## src/sv/lmc_pkg.sv

```systemverilog
// ----------------------------------------------------------------------------
// lmc_pkg
// Shared constants, direction sign tables and types for the D3Q19 moment unit.
// ----------------------------------------------------------------------------
package lmc_pkg;

	localparam int NODE_INDEX_BITS_DEF = 20;
	localparam int DATA_BITS_DEF       = 32;
	localparam int FRAC_BITS_DEF       = 28;

	// accumulators grow by five bits over the data width, capped
	localparam int ACC_GROWTH = 5;
	localparam int ACC_MAX    = 62;

	localparam logic [7:0] SKIP_MASK = 8'd28;
	localparam logic [4:0] NUM_DIRS  = 5'd19;

	localparam int QUEUE_DEPTH = 2;

	typedef enum logic [1:0] {
		SGN_ZERO,
		SGN_POS,
		SGN_NEG
	} sign_t;

	typedef enum logic [1:0] {
		BK_IDLE,
		BK_DIV,
		BK_DONE
	} back_state_t;

	typedef struct packed {
		logic not_empty;
		logic full;
	} queue_status_t;

	function automatic int acc_bits(input int data_bits);
		return (data_bits + ACC_GROWTH > ACC_MAX) ? ACC_MAX : data_bits + ACC_GROWTH;
	endfunction

	function automatic sign_t sign_x(input logic [4:0] dir);
		case (dir)
			5'd1, 5'd7, 5'd9, 5'd15, 5'd17:   return SGN_POS;
			5'd2, 5'd8, 5'd10, 5'd16, 5'd18:  return SGN_NEG;
			default:                          return SGN_ZERO;
		endcase
	endfunction

	function automatic sign_t sign_y(input logic [4:0] dir);
		case (dir)
			5'd3, 5'd7, 5'd8, 5'd11, 5'd13:   return SGN_POS;
			5'd4, 5'd9, 5'd10, 5'd12, 5'd14:  return SGN_NEG;
			default:                          return SGN_ZERO;
		endcase
	endfunction

	function automatic sign_t sign_z(input logic [4:0] dir);
		case (dir)
			5'd5, 5'd11, 5'd12, 5'd15, 5'd16: return SGN_POS;
			5'd6, 5'd13, 5'd14, 5'd17, 5'd18: return SGN_NEG;
			default:                          return SGN_ZERO;
		endcase
	endfunction

endpackage

```

## src/sv/lmc_front.sv

```systemverilog
// ----------------------------------------------------------------------------
// lmc_front
// Accepts direction words, accumulates density, momenta and phase sum, and
// pushes one node record into the queue on the last word of a node.
// ----------------------------------------------------------------------------
module lmc_front #(
	parameter int NODE_INDEX_BITS = lmc_pkg::NODE_INDEX_BITS_DEF,
	parameter int DATA_BITS       = lmc_pkg::DATA_BITS_DEF,
	parameter int ACC_BITS        = lmc_pkg::acc_bits(lmc_pkg::DATA_BITS_DEF)
) (
	input  logic                              clk,
	input  logic                              arst_n,
	input  logic                              in_valid,
	output logic                              in_stall,
	input  logic        [NODE_INDEX_BITS-1:0] node_index,
	input  logic        [4:0]                 direction,
	input  logic signed [DATA_BITS-1:0]       f_value,
	input  logic signed [DATA_BITS-1:0]       g_value,
	input  logic        [7:0]                 node_mask,
	input  logic                              last_direction,
	input  logic                              queue_full,
	output logic                              push,
	output logic        [NODE_INDEX_BITS-1:0] rec_node,
	output logic                              rec_ok,
	output logic        [ACC_BITS-1:0]        rec_density,
	output logic        [ACC_BITS-1:0]        rec_mx,
	output logic        [ACC_BITS-1:0]        rec_my,
	output logic        [ACC_BITS-1:0]        rec_mz,
	output logic        [ACC_BITS-1:0]        rec_phase
);

	logic                accept;
	logic                dir_ok;
	logic [ACC_BITS-1:0] f_ext;
	logic [ACC_BITS-1:0] g_ext;
	logic [ACC_BITS-1:0] den_q, mx_q, my_q, mz_q, phase_q;
	logic [ACC_BITS-1:0] den_n, mx_n, my_n, mz_n, phase_n;

	assign in_stall = queue_full;
	assign accept   = in_valid && !in_stall;
	assign dir_ok   = direction < lmc_pkg::NUM_DIRS;
	assign f_ext    = ACC_BITS'(f_value);
	assign g_ext    = ACC_BITS'(g_value);

	always_comb begin
		den_n   = dir_ok ? den_q + f_ext : den_q;
		phase_n = dir_ok ? phase_q + g_ext : phase_q;
		case (lmc_pkg::sign_x(direction))
			lmc_pkg::SGN_POS: mx_n = mx_q + f_ext;
			lmc_pkg::SGN_NEG: mx_n = mx_q - f_ext;
			default:          mx_n = mx_q;
		endcase
		case (lmc_pkg::sign_y(direction))
			lmc_pkg::SGN_POS: my_n = my_q + f_ext;
			lmc_pkg::SGN_NEG: my_n = my_q - f_ext;
			default:          my_n = my_q;
		endcase
		case (lmc_pkg::sign_z(direction))
			lmc_pkg::SGN_POS: mz_n = mz_q + f_ext;
			lmc_pkg::SGN_NEG: mz_n = mz_q - f_ext;
			default:          mz_n = mz_q;
		endcase
	end

	always_ff @(posedge clk or negedge arst_n) begin
		if (!arst_n) begin
			den_q   <= '0;
			mx_q    <= '0;
			my_q    <= '0;
			mz_q    <= '0;
			phase_q <= '0;
		end else if (accept) begin
			if (last_direction) begin
				den_q   <= '0;
				mx_q    <= '0;
				my_q    <= '0;
				mz_q    <= '0;
				phase_q <= '0;
			end else begin
				den_q   <= den_n;
				mx_q    <= mx_n;
				my_q    <= my_n;
				mz_q    <= mz_n;
				phase_q <= phase_n;
			end
		end
	end

	assign push        = accept && last_direction;
	assign rec_node    = node_index;
	assign rec_ok      = node_mask != lmc_pkg::SKIP_MASK;
	assign rec_density = den_n;
	assign rec_mx      = mx_n;
	assign rec_my      = my_n;
	assign rec_mz      = mz_n;
	assign rec_phase   = phase_n;

endmodule

```

## src/sv/lmc_queue.sv

```systemverilog
// ----------------------------------------------------------------------------
// lmc_queue
// Short FIFO of node records between the accumulating front and the divider.
// ----------------------------------------------------------------------------
module lmc_queue #(
	parameter int WIDTH = 1
) (
	input  logic                         clk,
	input  logic                         arst_n,
	input  logic                         push,
	input  logic [WIDTH-1:0]             push_data,
	input  logic                         pop,
	output logic [WIDTH-1:0]             pop_data,
	output lmc_pkg::queue_status_t       status
);

	localparam int PTR_BITS = (lmc_pkg::QUEUE_DEPTH > 1) ? $clog2(lmc_pkg::QUEUE_DEPTH) : 1;
	localparam int CNT_BITS = $clog2(lmc_pkg::QUEUE_DEPTH + 1);

	logic [WIDTH-1:0]    mem_q [lmc_pkg::QUEUE_DEPTH];
	logic [PTR_BITS-1:0] wr_ptr_q, rd_ptr_q;
	logic [CNT_BITS-1:0] count_q;
	logic                do_push, do_pop;

	assign status.full      = count_q == CNT_BITS'(lmc_pkg::QUEUE_DEPTH);
	assign status.not_empty = count_q != '0;
	assign do_push          = push && !status.full;
	assign do_pop           = pop && status.not_empty;
	assign pop_data         = mem_q[rd_ptr_q];

	always_ff @(posedge clk) begin
		if (do_push) begin
			mem_q[wr_ptr_q] <= push_data;
		end
	end

	always_ff @(posedge clk or negedge arst_n) begin
		if (!arst_n) begin
			wr_ptr_q <= '0;
			rd_ptr_q <= '0;
			count_q  <= '0;
		end else begin
			if (do_push) begin
				wr_ptr_q <= (wr_ptr_q == PTR_BITS'(lmc_pkg::QUEUE_DEPTH - 1)) ? '0 : wr_ptr_q + 1'b1;
			end
			if (do_pop) begin
				rd_ptr_q <= (rd_ptr_q == PTR_BITS'(lmc_pkg::QUEUE_DEPTH - 1)) ? '0 : rd_ptr_q + 1'b1;
			end
			case ({do_push, do_pop})
				2'b10:   count_q <= count_q + 1'b1;
				2'b01:   count_q <= count_q - 1'b1;
				default: count_q <= count_q;
			endcase
		end
	end

endmodule

```

## src/sv/lmc_back.sv

```systemverilog
// ----------------------------------------------------------------------------
// lmc_back
// Takes node records from the queue, divides the three momenta by density
// one quotient bit per cycle with saturation, and holds the result word.
// ----------------------------------------------------------------------------
module lmc_back #(
	parameter int NODE_INDEX_BITS = lmc_pkg::NODE_INDEX_BITS_DEF,
	parameter int DATA_BITS       = lmc_pkg::DATA_BITS_DEF,
	parameter int FRAC_BITS       = lmc_pkg::FRAC_BITS_DEF,
	parameter int ACC_BITS        = lmc_pkg::acc_bits(lmc_pkg::DATA_BITS_DEF)
) (
	input  logic                              clk,
	input  logic                              arst_n,
	input  lmc_pkg::queue_status_t            q_status,
	output logic                              pop,
	input  logic        [NODE_INDEX_BITS-1:0] rec_node,
	input  logic                              rec_ok,
	input  logic        [ACC_BITS-1:0]        rec_density,
	input  logic        [ACC_BITS-1:0]        rec_mx,
	input  logic        [ACC_BITS-1:0]        rec_my,
	input  logic        [ACC_BITS-1:0]        rec_mz,
	input  logic        [ACC_BITS-1:0]        rec_phase,
	output logic                              out_valid,
	input  logic                              out_stall,
	output logic        [NODE_INDEX_BITS-1:0] result_node,
	output logic                              moments_valid,
	output logic signed [ACC_BITS-1:0]        density,
	output logic signed [DATA_BITS-1:0]       velocity_x,
	output logic signed [DATA_BITS-1:0]       velocity_y,
	output logic signed [DATA_BITS-1:0]       velocity_z,
	output logic signed [ACC_BITS-1:0]        order_parameter,
	output logic                              divide_fault
);

	localparam int NUM_STEPS = ACC_BITS + FRAC_BITS;
	localparam int STEP_BITS = $clog2(NUM_STEPS);
	localparam logic [DATA_BITS-1:0] CAP     = {1'b1, {(DATA_BITS-1){1'b0}}};
	localparam logic [DATA_BITS-1:0] HALF    = {2'b01, {(DATA_BITS-2){1'b0}}};
	localparam logic [DATA_BITS-1:0] MAX_POS = {1'b0, {(DATA_BITS-1){1'b1}}};

	lmc_pkg::back_state_t state_q, state_n;

	logic                       load_out;
	logic                       div_run;
	logic                       zero_den;
	logic [STEP_BITS-1:0]       step_q;
	logic [NODE_INDEX_BITS-1:0] node_q;
	logic                       ok_q;
	logic                       fault_q;
	logic [ACC_BITS-1:0]        den_q;
	logic [ACC_BITS-1:0]        phase_q;
	logic [ACC_BITS-1:0]        dmag_q;
	logic [ACC_BITS-1:0]        num_in [3];
	logic [ACC_BITS-1:0]        n_q    [3];
	logic [ACC_BITS-1:0]        r_q    [3];
	logic [DATA_BITS-1:0]       q_q    [3];
	logic                       neg_q  [3];
	logic [ACC_BITS:0]          t_w    [3];
	logic [ACC_BITS-1:0]        r_n    [3];
	logic [DATA_BITS-1:0]       q_n    [3];
	logic [DATA_BITS-1:0]       qs_w   [3];
	logic                       qbit_w [3];
	logic [DATA_BITS-1:0]       vel_w  [3];

	assign zero_den  = rec_density == '0;
	assign num_in[0] = rec_mx;
	assign num_in[1] = rec_my;
	assign num_in[2] = rec_mz;

	function automatic logic [ACC_BITS-1:0] mag(input logic [ACC_BITS-1:0] v);
		return v[ACC_BITS-1] ? ACC_BITS'(~v + 1'b1) : v;
	endfunction

	always_comb begin
		state_n  = state_q;
		pop      = 1'b0;
		load_out = 1'b0;
		div_run  = 1'b0;
		case (state_q)
			lmc_pkg::BK_IDLE: begin
				if (q_status.not_empty) begin
					pop     = 1'b1;
					state_n = (rec_ok && !zero_den) ? lmc_pkg::BK_DIV : lmc_pkg::BK_DONE;
				end
			end
			lmc_pkg::BK_DIV: begin
				div_run = 1'b1;
				if (step_q == STEP_BITS'(NUM_STEPS - 1)) begin
					state_n = lmc_pkg::BK_DONE;
				end
			end
			lmc_pkg::BK_DONE: begin
				if (!out_valid || !out_stall) begin
					load_out = 1'b1;
					state_n  = lmc_pkg::BK_IDLE;
				end
			end
			default: state_n = lmc_pkg::BK_IDLE;
		endcase
	end

	// restoring division with the quotient clamped at CAP
	always_comb begin
		for (int i = 0; i < 3; i++) begin
			t_w[i] = {r_q[i], n_q[i][ACC_BITS-1]};
			if (t_w[i] >= {1'b0, dmag_q}) begin
				r_n[i]    = ACC_BITS'(t_w[i] - {1'b0, dmag_q});
				qbit_w[i] = 1'b1;
			end else begin
				r_n[i]    = t_w[i][ACC_BITS-1:0];
				qbit_w[i] = 1'b0;
			end
			qs_w[i] = {q_q[i][DATA_BITS-2:0], qbit_w[i]};
			if (q_q[i] > HALF) begin
				q_n[i] = CAP;
			end else begin
				q_n[i] = (qs_w[i] > CAP) ? CAP : qs_w[i];
			end
			if (!ok_q || fault_q) begin
				vel_w[i] = '0;
			end else if (neg_q[i]) begin
				vel_w[i] = DATA_BITS'(~q_q[i] + 1'b1);
			end else begin
				vel_w[i] = q_q[i][DATA_BITS-1] ? MAX_POS : q_q[i];
			end
		end
	end

	always_ff @(posedge clk or negedge arst_n) begin
		if (!arst_n) begin
			state_q   <= lmc_pkg::BK_IDLE;
			out_valid <= 1'b0;
		end else begin
			state_q <= state_n;
			if (load_out) begin
				out_valid <= 1'b1;
			end else if (!out_stall) begin
				out_valid <= 1'b0;
			end
		end
	end

	always_ff @(posedge clk) begin
		if (pop) begin
			node_q  <= rec_node;
			ok_q    <= rec_ok;
			fault_q <= rec_ok && zero_den;
			den_q   <= rec_density;
			phase_q <= rec_phase;
			dmag_q  <= mag(rec_density);
			step_q  <= '0;
			for (int i = 0; i < 3; i++) begin
				n_q[i]   <= mag(num_in[i]);
				r_q[i]   <= '0;
				q_q[i]   <= '0;
				neg_q[i] <= num_in[i][ACC_BITS-1] ^ rec_density[ACC_BITS-1];
			end
		end else if (div_run) begin
			step_q <= step_q + 1'b1;
			for (int i = 0; i < 3; i++) begin
				n_q[i] <= {n_q[i][ACC_BITS-2:0], 1'b0};
				r_q[i] <= r_n[i];
				q_q[i] <= q_n[i];
			end
		end
		if (load_out) begin
			result_node     <= node_q;
			moments_valid   <= ok_q;
			density         <= ok_q ? den_q : '0;
			order_parameter <= ok_q ? phase_q : '0;
			divide_fault    <= fault_q;
			velocity_x      <= vel_w[0];
			velocity_y      <= vel_w[1];
			velocity_z      <= vel_w[2];
		end
	end

endmodule

```

## src/sv/lbm_d3q19_moment_compute.sv

```systemverilog
// ----------------------------------------------------------------------------
// lbm_d3q19_moment_compute
// D3Q19 lattice Boltzmann moment unit: density, velocity and order parameter.
// ----------------------------------------------------------------------------
// Usage:
//   Input channel (in_valid / in_stall) takes one word per cycle unless stalled:
//   f and g values of one direction of a node, last_direction on the final
//   word. Words are summed as they arrive; the last word closes the node.
//   Output channel (out_valid / out_stall) carries one result word per node.
//   The three velocities are computed by three bit-serial dividers that run
//   together, one quotient bit per cycle over ACC_BITS + FRAC_BITS steps
//   (65 at the defaults). After the last word the record passes through the
//   queue, is popped in BK_IDLE, divided in BK_DIV and registered to the
//   output in BK_DONE; masked nodes and zero density skip the divide. The
//   divider takes a new record only once the last result word is loaded; a
//   two-entry record queue lets the front keep summing the next node meanwhile.
//   in_stall rises only when the queue is full. A stalled output word holds
//   while the next node is divided. Reset clears the sums, queue and valid.
// ----------------------------------------------------------------------------
module lbm_d3q19_moment_compute #(
	parameter int NODE_INDEX_BITS = lmc_pkg::NODE_INDEX_BITS_DEF,
	parameter int DATA_BITS       = lmc_pkg::DATA_BITS_DEF,
	parameter int FRAC_BITS       = lmc_pkg::FRAC_BITS_DEF,
	localparam int ACC_BITS       = lmc_pkg::acc_bits(DATA_BITS)
) (
	input  logic                              clk,
	input  logic                              arst_n,
	input  logic                              in_valid,
	output logic                              in_stall,
	input  logic        [NODE_INDEX_BITS-1:0] node_index,
	input  logic        [4:0]                 direction,
	input  logic signed [DATA_BITS-1:0]       f_value,
	input  logic signed [DATA_BITS-1:0]       g_value,
	input  logic        [7:0]                 node_mask,
	input  logic                              last_direction,
	output logic                              out_valid,
	input  logic                              out_stall,
	output logic        [NODE_INDEX_BITS-1:0] result_node,
	output logic                              moments_valid,
	output logic signed [ACC_BITS-1:0]        density,
	output logic signed [DATA_BITS-1:0]       velocity_x,
	output logic signed [DATA_BITS-1:0]       velocity_y,
	output logic signed [DATA_BITS-1:0]       velocity_z,
	output logic signed [ACC_BITS-1:0]        order_parameter,
	output logic                              divide_fault
);

	localparam int REC_BITS = NODE_INDEX_BITS + 1 + 5 * ACC_BITS;

	lmc_pkg::queue_status_t     q_status;
	logic                       push, pop;
	logic [REC_BITS-1:0]        push_data, pop_data;
	logic [NODE_INDEX_BITS-1:0] f_node, b_node;
	logic                       f_ok, b_ok;
	logic [ACC_BITS-1:0]        f_den, f_mx, f_my, f_mz, f_phase;
	logic [ACC_BITS-1:0]        b_den, b_mx, b_my, b_mz, b_phase;

	lmc_front #(
		.NODE_INDEX_BITS(NODE_INDEX_BITS),
		.DATA_BITS      (DATA_BITS),
		.ACC_BITS       (ACC_BITS)
	) u_front (
		.clk           (clk),
		.arst_n        (arst_n),
		.in_valid      (in_valid),
		.in_stall      (in_stall),
		.node_index    (node_index),
		.direction     (direction),
		.f_value       (f_value),
		.g_value       (g_value),
		.node_mask     (node_mask),
		.last_direction(last_direction),
		.queue_full    (q_status.full),
		.push          (push),
		.rec_node      (f_node),
		.rec_ok        (f_ok),
		.rec_density   (f_den),
		.rec_mx        (f_mx),
		.rec_my        (f_my),
		.rec_mz        (f_mz),
		.rec_phase     (f_phase)
	);

	assign push_data = {f_node, f_ok, f_den, f_mx, f_my, f_mz, f_phase};

	lmc_queue #(
		.WIDTH(REC_BITS)
	) u_queue (
		.clk      (clk),
		.arst_n   (arst_n),
		.push     (push),
		.push_data(push_data),
		.pop      (pop),
		.pop_data (pop_data),
		.status   (q_status)
	);

	assign {b_node, b_ok, b_den, b_mx, b_my, b_mz, b_phase} = pop_data;

	lmc_back #(
		.NODE_INDEX_BITS(NODE_INDEX_BITS),
		.DATA_BITS      (DATA_BITS),
		.FRAC_BITS      (FRAC_BITS),
		.ACC_BITS       (ACC_BITS)
	) u_back (
		.clk            (clk),
		.arst_n         (arst_n),
		.q_status       (q_status),
		.pop            (pop),
		.rec_node       (b_node),
		.rec_ok         (b_ok),
		.rec_density    (b_den),
		.rec_mx         (b_mx),
		.rec_my         (b_my),
		.rec_mz         (b_mz),
		.rec_phase      (b_phase),
		.out_valid      (out_valid),
		.out_stall      (out_stall),
		.result_node    (result_node),
		.moments_valid  (moments_valid),
		.density        (density),
		.velocity_x     (velocity_x),
		.velocity_y     (velocity_y),
		.velocity_z     (velocity_z),
		.order_parameter(order_parameter),
		.divide_fault   (divide_fault)
	);

endmodule

```

## config.mk

```make
export PLATFORM = sky130hd
export DESIGN_NAME = lbm_d3q19_moment_compute
export DESIGN_NICKNAME = d
export VERILOG_FILES = /design/src/sv/lmc_pkg.sv /design/src/sv/lmc_front.sv /design/src/sv/lmc_queue.sv /design/src/sv/lmc_back.sv /design/src/sv/lbm_d3q19_moment_compute.sv
export SDC_FILE = /design/constraint.sdc
export NUM_CORES = 2
export LEC_CHECK = 0
export BUFFER_PORTS_ARGS = -buffer_cell sky130_fd_sc_hd__buf_2
export CAP_MARGIN = 40
export CORE_ASPECT_RATIO = 0.8
export CORE_MARGIN = 3
export CORE_UTILIZATION = 41
export DETAILED_ROUTE_END_ITERATION = 8
export GPL_ROUTABILITY_DRIVEN = 0
export HOLD_SLACK_MARGIN = 0.15
export SYNTH_ARGS = -nofsm -noshare
export SYNTH_HDL_FRONTEND = slang
export SYNTH_HIERARCHICAL = 1
export SYNTH_SLANG_ARGS = --single-unit
```

## constraint.sdc

```tcl
create_clock -name clk -period 25.3 [get_ports clk]
set_clock_uncertainty 0.1 [all_clocks]
set_input_delay 1.265 -clock clk [delete_from_list [all_inputs] [get_ports clk]]
set_output_delay 1.265 -clock clk [all_outputs]
set_load 0.005 [all_outputs]
```

Yosys cells after proc, flatten, opt, wreduce, memory -nomap -nowiden
Memory sizes are Yosys's and may differ from the RTL's.
Cells that the tools add are included.
{"block": "totals", "ff_bits": 524, "ram_bits": 733, "romBits": 160, "in_bits": 102, "out_inout_bits": 194, "mem_count": 8}
{"block": "classes", "add_sub_neg": 23, "n_lt_le_gt_ge": 10, "n_eq_ne": 17, "muxes": 64, "bitwise": 19, "reduce_logical": 18}
{"name": "u_queue.mem_q", "depth": 2, "width": 206, "rd": 1, "rd_ports_with_merged_regs": 0, "wr": 1, "line_no": "lmc_queue.sv:20", "rtl": "logic [WIDTH-1:0] mem_q [lmc_pkg::QUEUE_DEPTH];"}
{"name": "u_back.n_q", "depth": 3, "width": 37, "rd": 3, "rd_ports_with_merged_regs": 0, "wr": 3, "line_no": "lmc_back.sv:54", "rtl": "logic [ACC_BITS-1:0] n_q [3];"}
{"name": "u_back.r_q", "depth": 3, "width": 37, "rd": 3, "rd_ports_with_merged_regs": 0, "wr": 3, "line_no": "lmc_back.sv:55", "rtl": "logic [ACC_BITS-1:0] r_q [3];"}
{"name": "u_back.q_q", "depth": 3, "width": 32, "rd": 3, "rd_ports_with_merged_regs": 0, "wr": 3, "line_no": "lmc_back.sv:56", "rtl": "logic [DATA_BITS-1:0] q_q [3];"}
{"name": "(name not given)", "depth": 32, "width": 2, "rd": 1, "rd_ports_with_merged_regs": 0, "wr": 0, "line_no": "lmc_pkg.sv:42", "rtl": "case (dir)"}
{"name": "(name not given)", "depth": 32, "width": 2, "rd": 1, "rd_ports_with_merged_regs": 0, "wr": 0, "line_no": "lmc_pkg.sv:58", "rtl": "case (dir)"}
{"name": "+2 memories"}
{"operator": "$mux 37", "count": 19}
{"operator": "$mux 32", "count": 12}
{"operator": "$pmux 37 s2", "count": 3}
{"operator": "$sub 37x37->37", "count": 6}
{"operator": "$add 37x37->37", "count": 5}
{"operator": "$add 37x1->37 const B", "count": 4}
{"operator": "$not 37->37", "count": 4}
{"operator": "$ge 38x37->1", "count": 3}
{"operator": "$add 32x1->32 const B", "count": 3}
{"operator": "$gt 32x31->1 const B", "count": 3}
{"operator": "$gt 32x32->1 const B", "count": 3}
{"operator": "$not 32->32", "count": 3}
{"operator": "$mux 31", "count": 3}
{"operator": "$logic_not 37->1", "count": 1}
{"operator": "$mux 36", "count": 1}
{"operator": "$mux 1", "count": 19}
{"operator": "$eq 2x2->1 const B", "count": 6}
{"operator": "$eq 2x1->1 const B", "count": 5}
{"operator": "$mux 2", "count": 5}
{"operator": "$or 1x1->1", "count": 9}
{"operator": "$ne 8x5->1 const B", "count": 1}
{"operator": "$add 7x1->7 const B", "count": 1}
{"operator": "$eq 7x7->1 const B", "count": 1}
{"operator": "$logic_and 1x1->1", "count": 6}
{"operator": "14 further kinds", "count": 25}

Depth between registers and ports, before layout
{"block": "depth", "ltp_word": 7, "mapped_depth": 23}

Modules after synthesis
Netlist, hierarchy kept.
{"mod": "lmc_back", "n_inst": 1, "cells_per_inst": 3292, "area_each_um2": 35480.3}
{"mod": "lmc_front", "n_inst": 1, "cells_per_inst": 2641, "area_each_um2": 20589.7}
{"mod": "lmc_queue", "n_inst": 1, "cells_per_inst": 659, "area_each_um2": 15591.2}

Least setup slack after synthesis
OpenSTA, ideal clock, no wires.
{"block": "synth_timing", "path_type": "input to register", "from": "in in_valid", "to": "mem u_queue/mem_q[0][0] in the netlist's numbering (enable)", "setup_ns": 0.776, "arrival_time_ns": 10.645, "slack_ns": 13.780, "path_stages": 7, "path_buffers": 3, "cell_sequence": "nand2b_1 -> clkbuf_1 -> clkbuf_1 -> clkbuf_1 -> nor2_1 -> nand2_1 -> nor2_1"}
{"block": "synth_between", "elab_chain_len": 5}
{"item": "start, declared", "line_no": "lbm_d3q19_moment_compute.sv:28", "rtl": "input logic in_valid,"}
{"item": "$logic_and 1x1->1", "line_no": "lmc_front.sv:40", "rtl": "assign accept = in_valid && !in_stall;"}
{"item": "$logic_and 1x1->1", "line_no": "lmc_front.sv:89", "rtl": "assign push = accept && last_direction;"}
{"item": "via push", "line_no": "lbm_d3q19_moment_compute.sv:51", "rtl": "logic push, pop;"}
{"item": "$logic_and 1x1->1", "line_no": "lmc_queue.sv:27", "rtl": "assign do_push = push && !status.full;"}
{"item": "$mux 1", "line_no": "lmc_queue.sv:32", "rtl": "if (do_push) begin"}
{"item": "$mux 1 (not written as such)", "line_no": "lmc_queue.sv:33", "rtl": "mem_q[wr_ptr_q] <= push_data;"}
{"item": "end, declared", "line_no": "lmc_queue.sv:20"}
The timed path passes the listed nets, and every way through them passes these cells.

Worst setup path after layout
{"block": "layout_timing", "from": "in f_value[0]", "to": "mem u_queue/mem_q[1][71] in the netlist's numbering (data pin)"}
{"block": "layout_between", "elab_chain_len": 2, "word_cells_on_any_way": 3}
{"item": "start, declared", "line_no": "lbm_d3q19_moment_compute.sv:32", "rtl": "input logic signed [DATA_BITS-1:0] f_value,"}
{"item": "$sub 37x37->37 / $add 37x37->37 (equally long branches)", "line_no": "lmc_front.sv:60, lmc_front.sv:59"}
{"item": "$pmux 37 s2 (*)", "line_no": "lmc_front.sv:58", "rtl": "case (lmc_pkg::sign_z(direction))"}
{"item": "via f_mz[34]", "line_no": "lbm_d3q19_moment_compute.sv:55", "rtl": "logic [ACC_BITS-1:0] f_den, f_mx, f_my, f_mz, f_phase;"}
The timed path passes the listed nets; every way through them passes the cells marked *.

==> run metrics <==
status completed; Sw Share 40.7%; Avg Inst Size Synth 10.9 um^2; H-tree depth 4; core region area 173000 um^2; setup TNS 0 ns; sequential share of the synthesized area 51.2%; Max Cap Violations 0; Sw Pwr 0.00454 W; worst slew pin tran 0.971 ns; FMAX 156 MHz; post-layout minimum cycle time 6.42 ns; hold path startpoint u_back/node_q[4]$_DFFE_PP_; count leader, synth edfxtp_1; first-pass GRT wire length 292000 um; DRC viols 0; Layout area overhead 11.4%; cts bufs inserted 142; internal power 0.00661 W; leakage power 31.6 nW; critical path fanouts, max 8; vias in the first global route 49300; Seq pwr share 33.2%; total gr overflow 0; top cells by count, synth edfxtp_1, nand2_1, o21ai_0; initial antenna violation count 26; Top FF cell, synth edfxtp_1; via count 51800; share of layout cells above drive strength 1 13.2%; Die Span Y 380 um; RSZ-0062 raised after global routing no; CTS tree built; Synth area leader edfxtp_1; DR WL/cell 20.5 um; Peak VDD IR 0.0000854 V; TritonRoute pass-1 iters 6; clock-pin slew on the worst setup and hold paths 0.06 ns; Hold Vio Cnt, Final 0; CP Launch Type primary input; # IOs 296; Cells after Synth 6592; Post-CTS Setup Bufs 0; kind of critical path primary input to register; count of final max-slew check failures 0; clk_lat worst skew 0.78 ns; Die W 473 um; # setup viols final 0; die footprint 180000 um^2; clock group share of total power 18.9%; clock root buffer clkbuf_16; Initial Util 41.5%; CP Data Required Time 25.67 ns; CTS Hold Bufs 0; ANT nets after route 0; Min-Delay Path Class register to register; post-CTS sizing 0; largest net degree at the start of global routing 97; synth top area cells edfxtp_1, dfrtp_1, ha_1, nand2_1, xnor2_1; Rel. slew slack 35.3%; hold_ws 0.313 ns; NumNets Final 7169; Vias per Instance 5.65; IO Port Bufs 295; hpwl dp 132000 um; worst r2r src u_queue/rd_ptr_q$_DFFE_PN0P_; Synth Warn # 6; Rows 136; Clock Path Buffers 3; EDFF count, synth 1057; total track usage 20.4%; CP Capture Type register; Async S/R FF share, synth 15.3%; syn nets 7012; number of synthesized register bits 1256; Crit path arrival time 6.79 ns; DRT iter0 DRCs 4182; pwr dens 140 nW/um^2; Synth top area share 44.3%; synth unique cells 107; Detailed Route WL 188000 um; Gate power share 47.9%; synthesized area 71700 um^2; CP startpoint f_value[0]; final worst-path cycle share 25.4%; CTS Sinks 1256
==> power groups by stage <==
| stage | clock network [W] | logic [W] | registers [W] |
|---|---|---|---|
| floorplan | 0 | 0.00405 | 0.00377 |
| global placement | 0 | 0.00518 | 0.00372 |
| detailed placement | 0 | 0.00528 | 0.00373 |
| CTS | 0.00217 | 0.00531 | 0.00370 |
| global route | 0.00225 | 0.00594 | 0.00378 |
| finish | 0.00211 | 0.00534 | 0.00370 |
==> stage by stage <==
stage	cell area, um^2	setup slack [ns]	util [%]	cells	total power, W
final	79800	18.88	46.2	9160	0.0112
after global routing	79800	18.57	46.2	9155	0.0120
after CTS	79800	19.15	46.2	9145	0.0112
after detailed placement	75000	18.34	43.4	8882	0.00901
after global placement	74900	18.47	43.4	8871	0.00890
after floorplan	71700	13.78	-	6592	0.00782
==> worst max-delay path, cell delays in order <==
cell       delay [ns]
buf_2            0.15
inv_1            0.08
ha_1             0.22
nor3b_1          0.38
or2b_1           0.37
nor4_1           0.54
nor3b_1          0.44
nor2_1           0.10
xnor2_1          0.27
ha_1             0.37
and3_1           0.21
a211oi_1         0.67
a31oi_1          0.34
o21ai_0          0.60
o2111ai_1        0.24
a21oi_1          0.21
xor2_1           0.21
o21ai_0          0.12
==> final timing paths <==
check                                                        to  slack (ns)  depth (start not counted)
worst min register to register  u_back/result_node[4]$_DFFE_PP_        0.31                          0
max in group asynchronous          u_front/my_q[26]$_DFFE_PN0P_       23.28                          2
min in group asynchronous          u_front/mz_q[26]$_DFFE_PN0P_        0.46                          1
worst max register to register     u_back/n_q[0][107]$_DFFE_PP_       19.73                         11
worst max-delay path             u_queue/mem_q[1][71]$_DFFE_PP_       18.88                         18
worst min-delay path            u_back/result_node[4]$_DFFE_PP_        0.31                          0
==> layout make-up <==
| cell class | count | area, um^2 |
|---|---|---|
| sequential | 1256 | 36700 |
| multi-input combinational | 4829 | 32800 |
| timing repair buffer | 366 | 2100 |
| clock inverter | 79 | 877 |
| inverter | 154 | 583 |
| fill | 15700 | 92900 |
| clock buffer | 184 | 3900 |
| tap | 2277 | 2850 |
| antenna | 15 | 37.5 |
==> routing by layer <==
metal,share of wire [%],vias to the layer above,GRT usage (%),routed length [um]
li1,-,24700,-,-
met1,47,25200,29.5,87900
met2,44,1581,31.4,83500
met3,5.9,274,3.33,11200
met4,2.8,8,6.34,5320
met5,0.030,-,0,57
==> logic make-up (layout without fill, tap and decap cells) <==
logic type,after synthesis,in the layout,share of synthesized area [%]
XOR/XNOR,523,523,6.39
multiplexers,284,284,5.06
adder cells (fa/ha/maj),318,318,5.64
AND/OR/NAND/NOR,1960,1960,13.0
other,0,15,0
flip-flops,1256,1256,51.2
AO/OA/AOI/OAI,1744,1744,15.5
buffers and inverters,507,783,3.21
==> sequential cells by signal, indices dropped and copies added (netlist names), 36 cells and up <==
name	cells
u_back/den_q	37
u_back/density	37
u_back/dmag_q	36
u_back/n_q	111
u_back/order_parameter	37
u_back/phase_q	37
u_back/q_q	96
u_back/r_q	111
u_front/den_q	37
u_front/mx_q	37
u_front/my_q	37
u_front/mz_q	37
u_front/phase_q	37
u_queue/mem_q	412
==> layout by cell type, fill, tap and decap left out, types with 101 or more instances in the layout <==
master	instances
ha_1	307
a21oi_1	418
clkbuf_16	146
edfxtp_1	1057
o21ai_0	508
nor2_1	457
a22o_1	101
nand2_1	738
inv_1	152
mux2_2	106
dfrtp_1	191
buf_2	297
mux2_4	130
xnor2_1	299
and2_1	175
a21o_1	165
xor2_1	224
No activity file was read; power rests on OpenSTA's default activity.
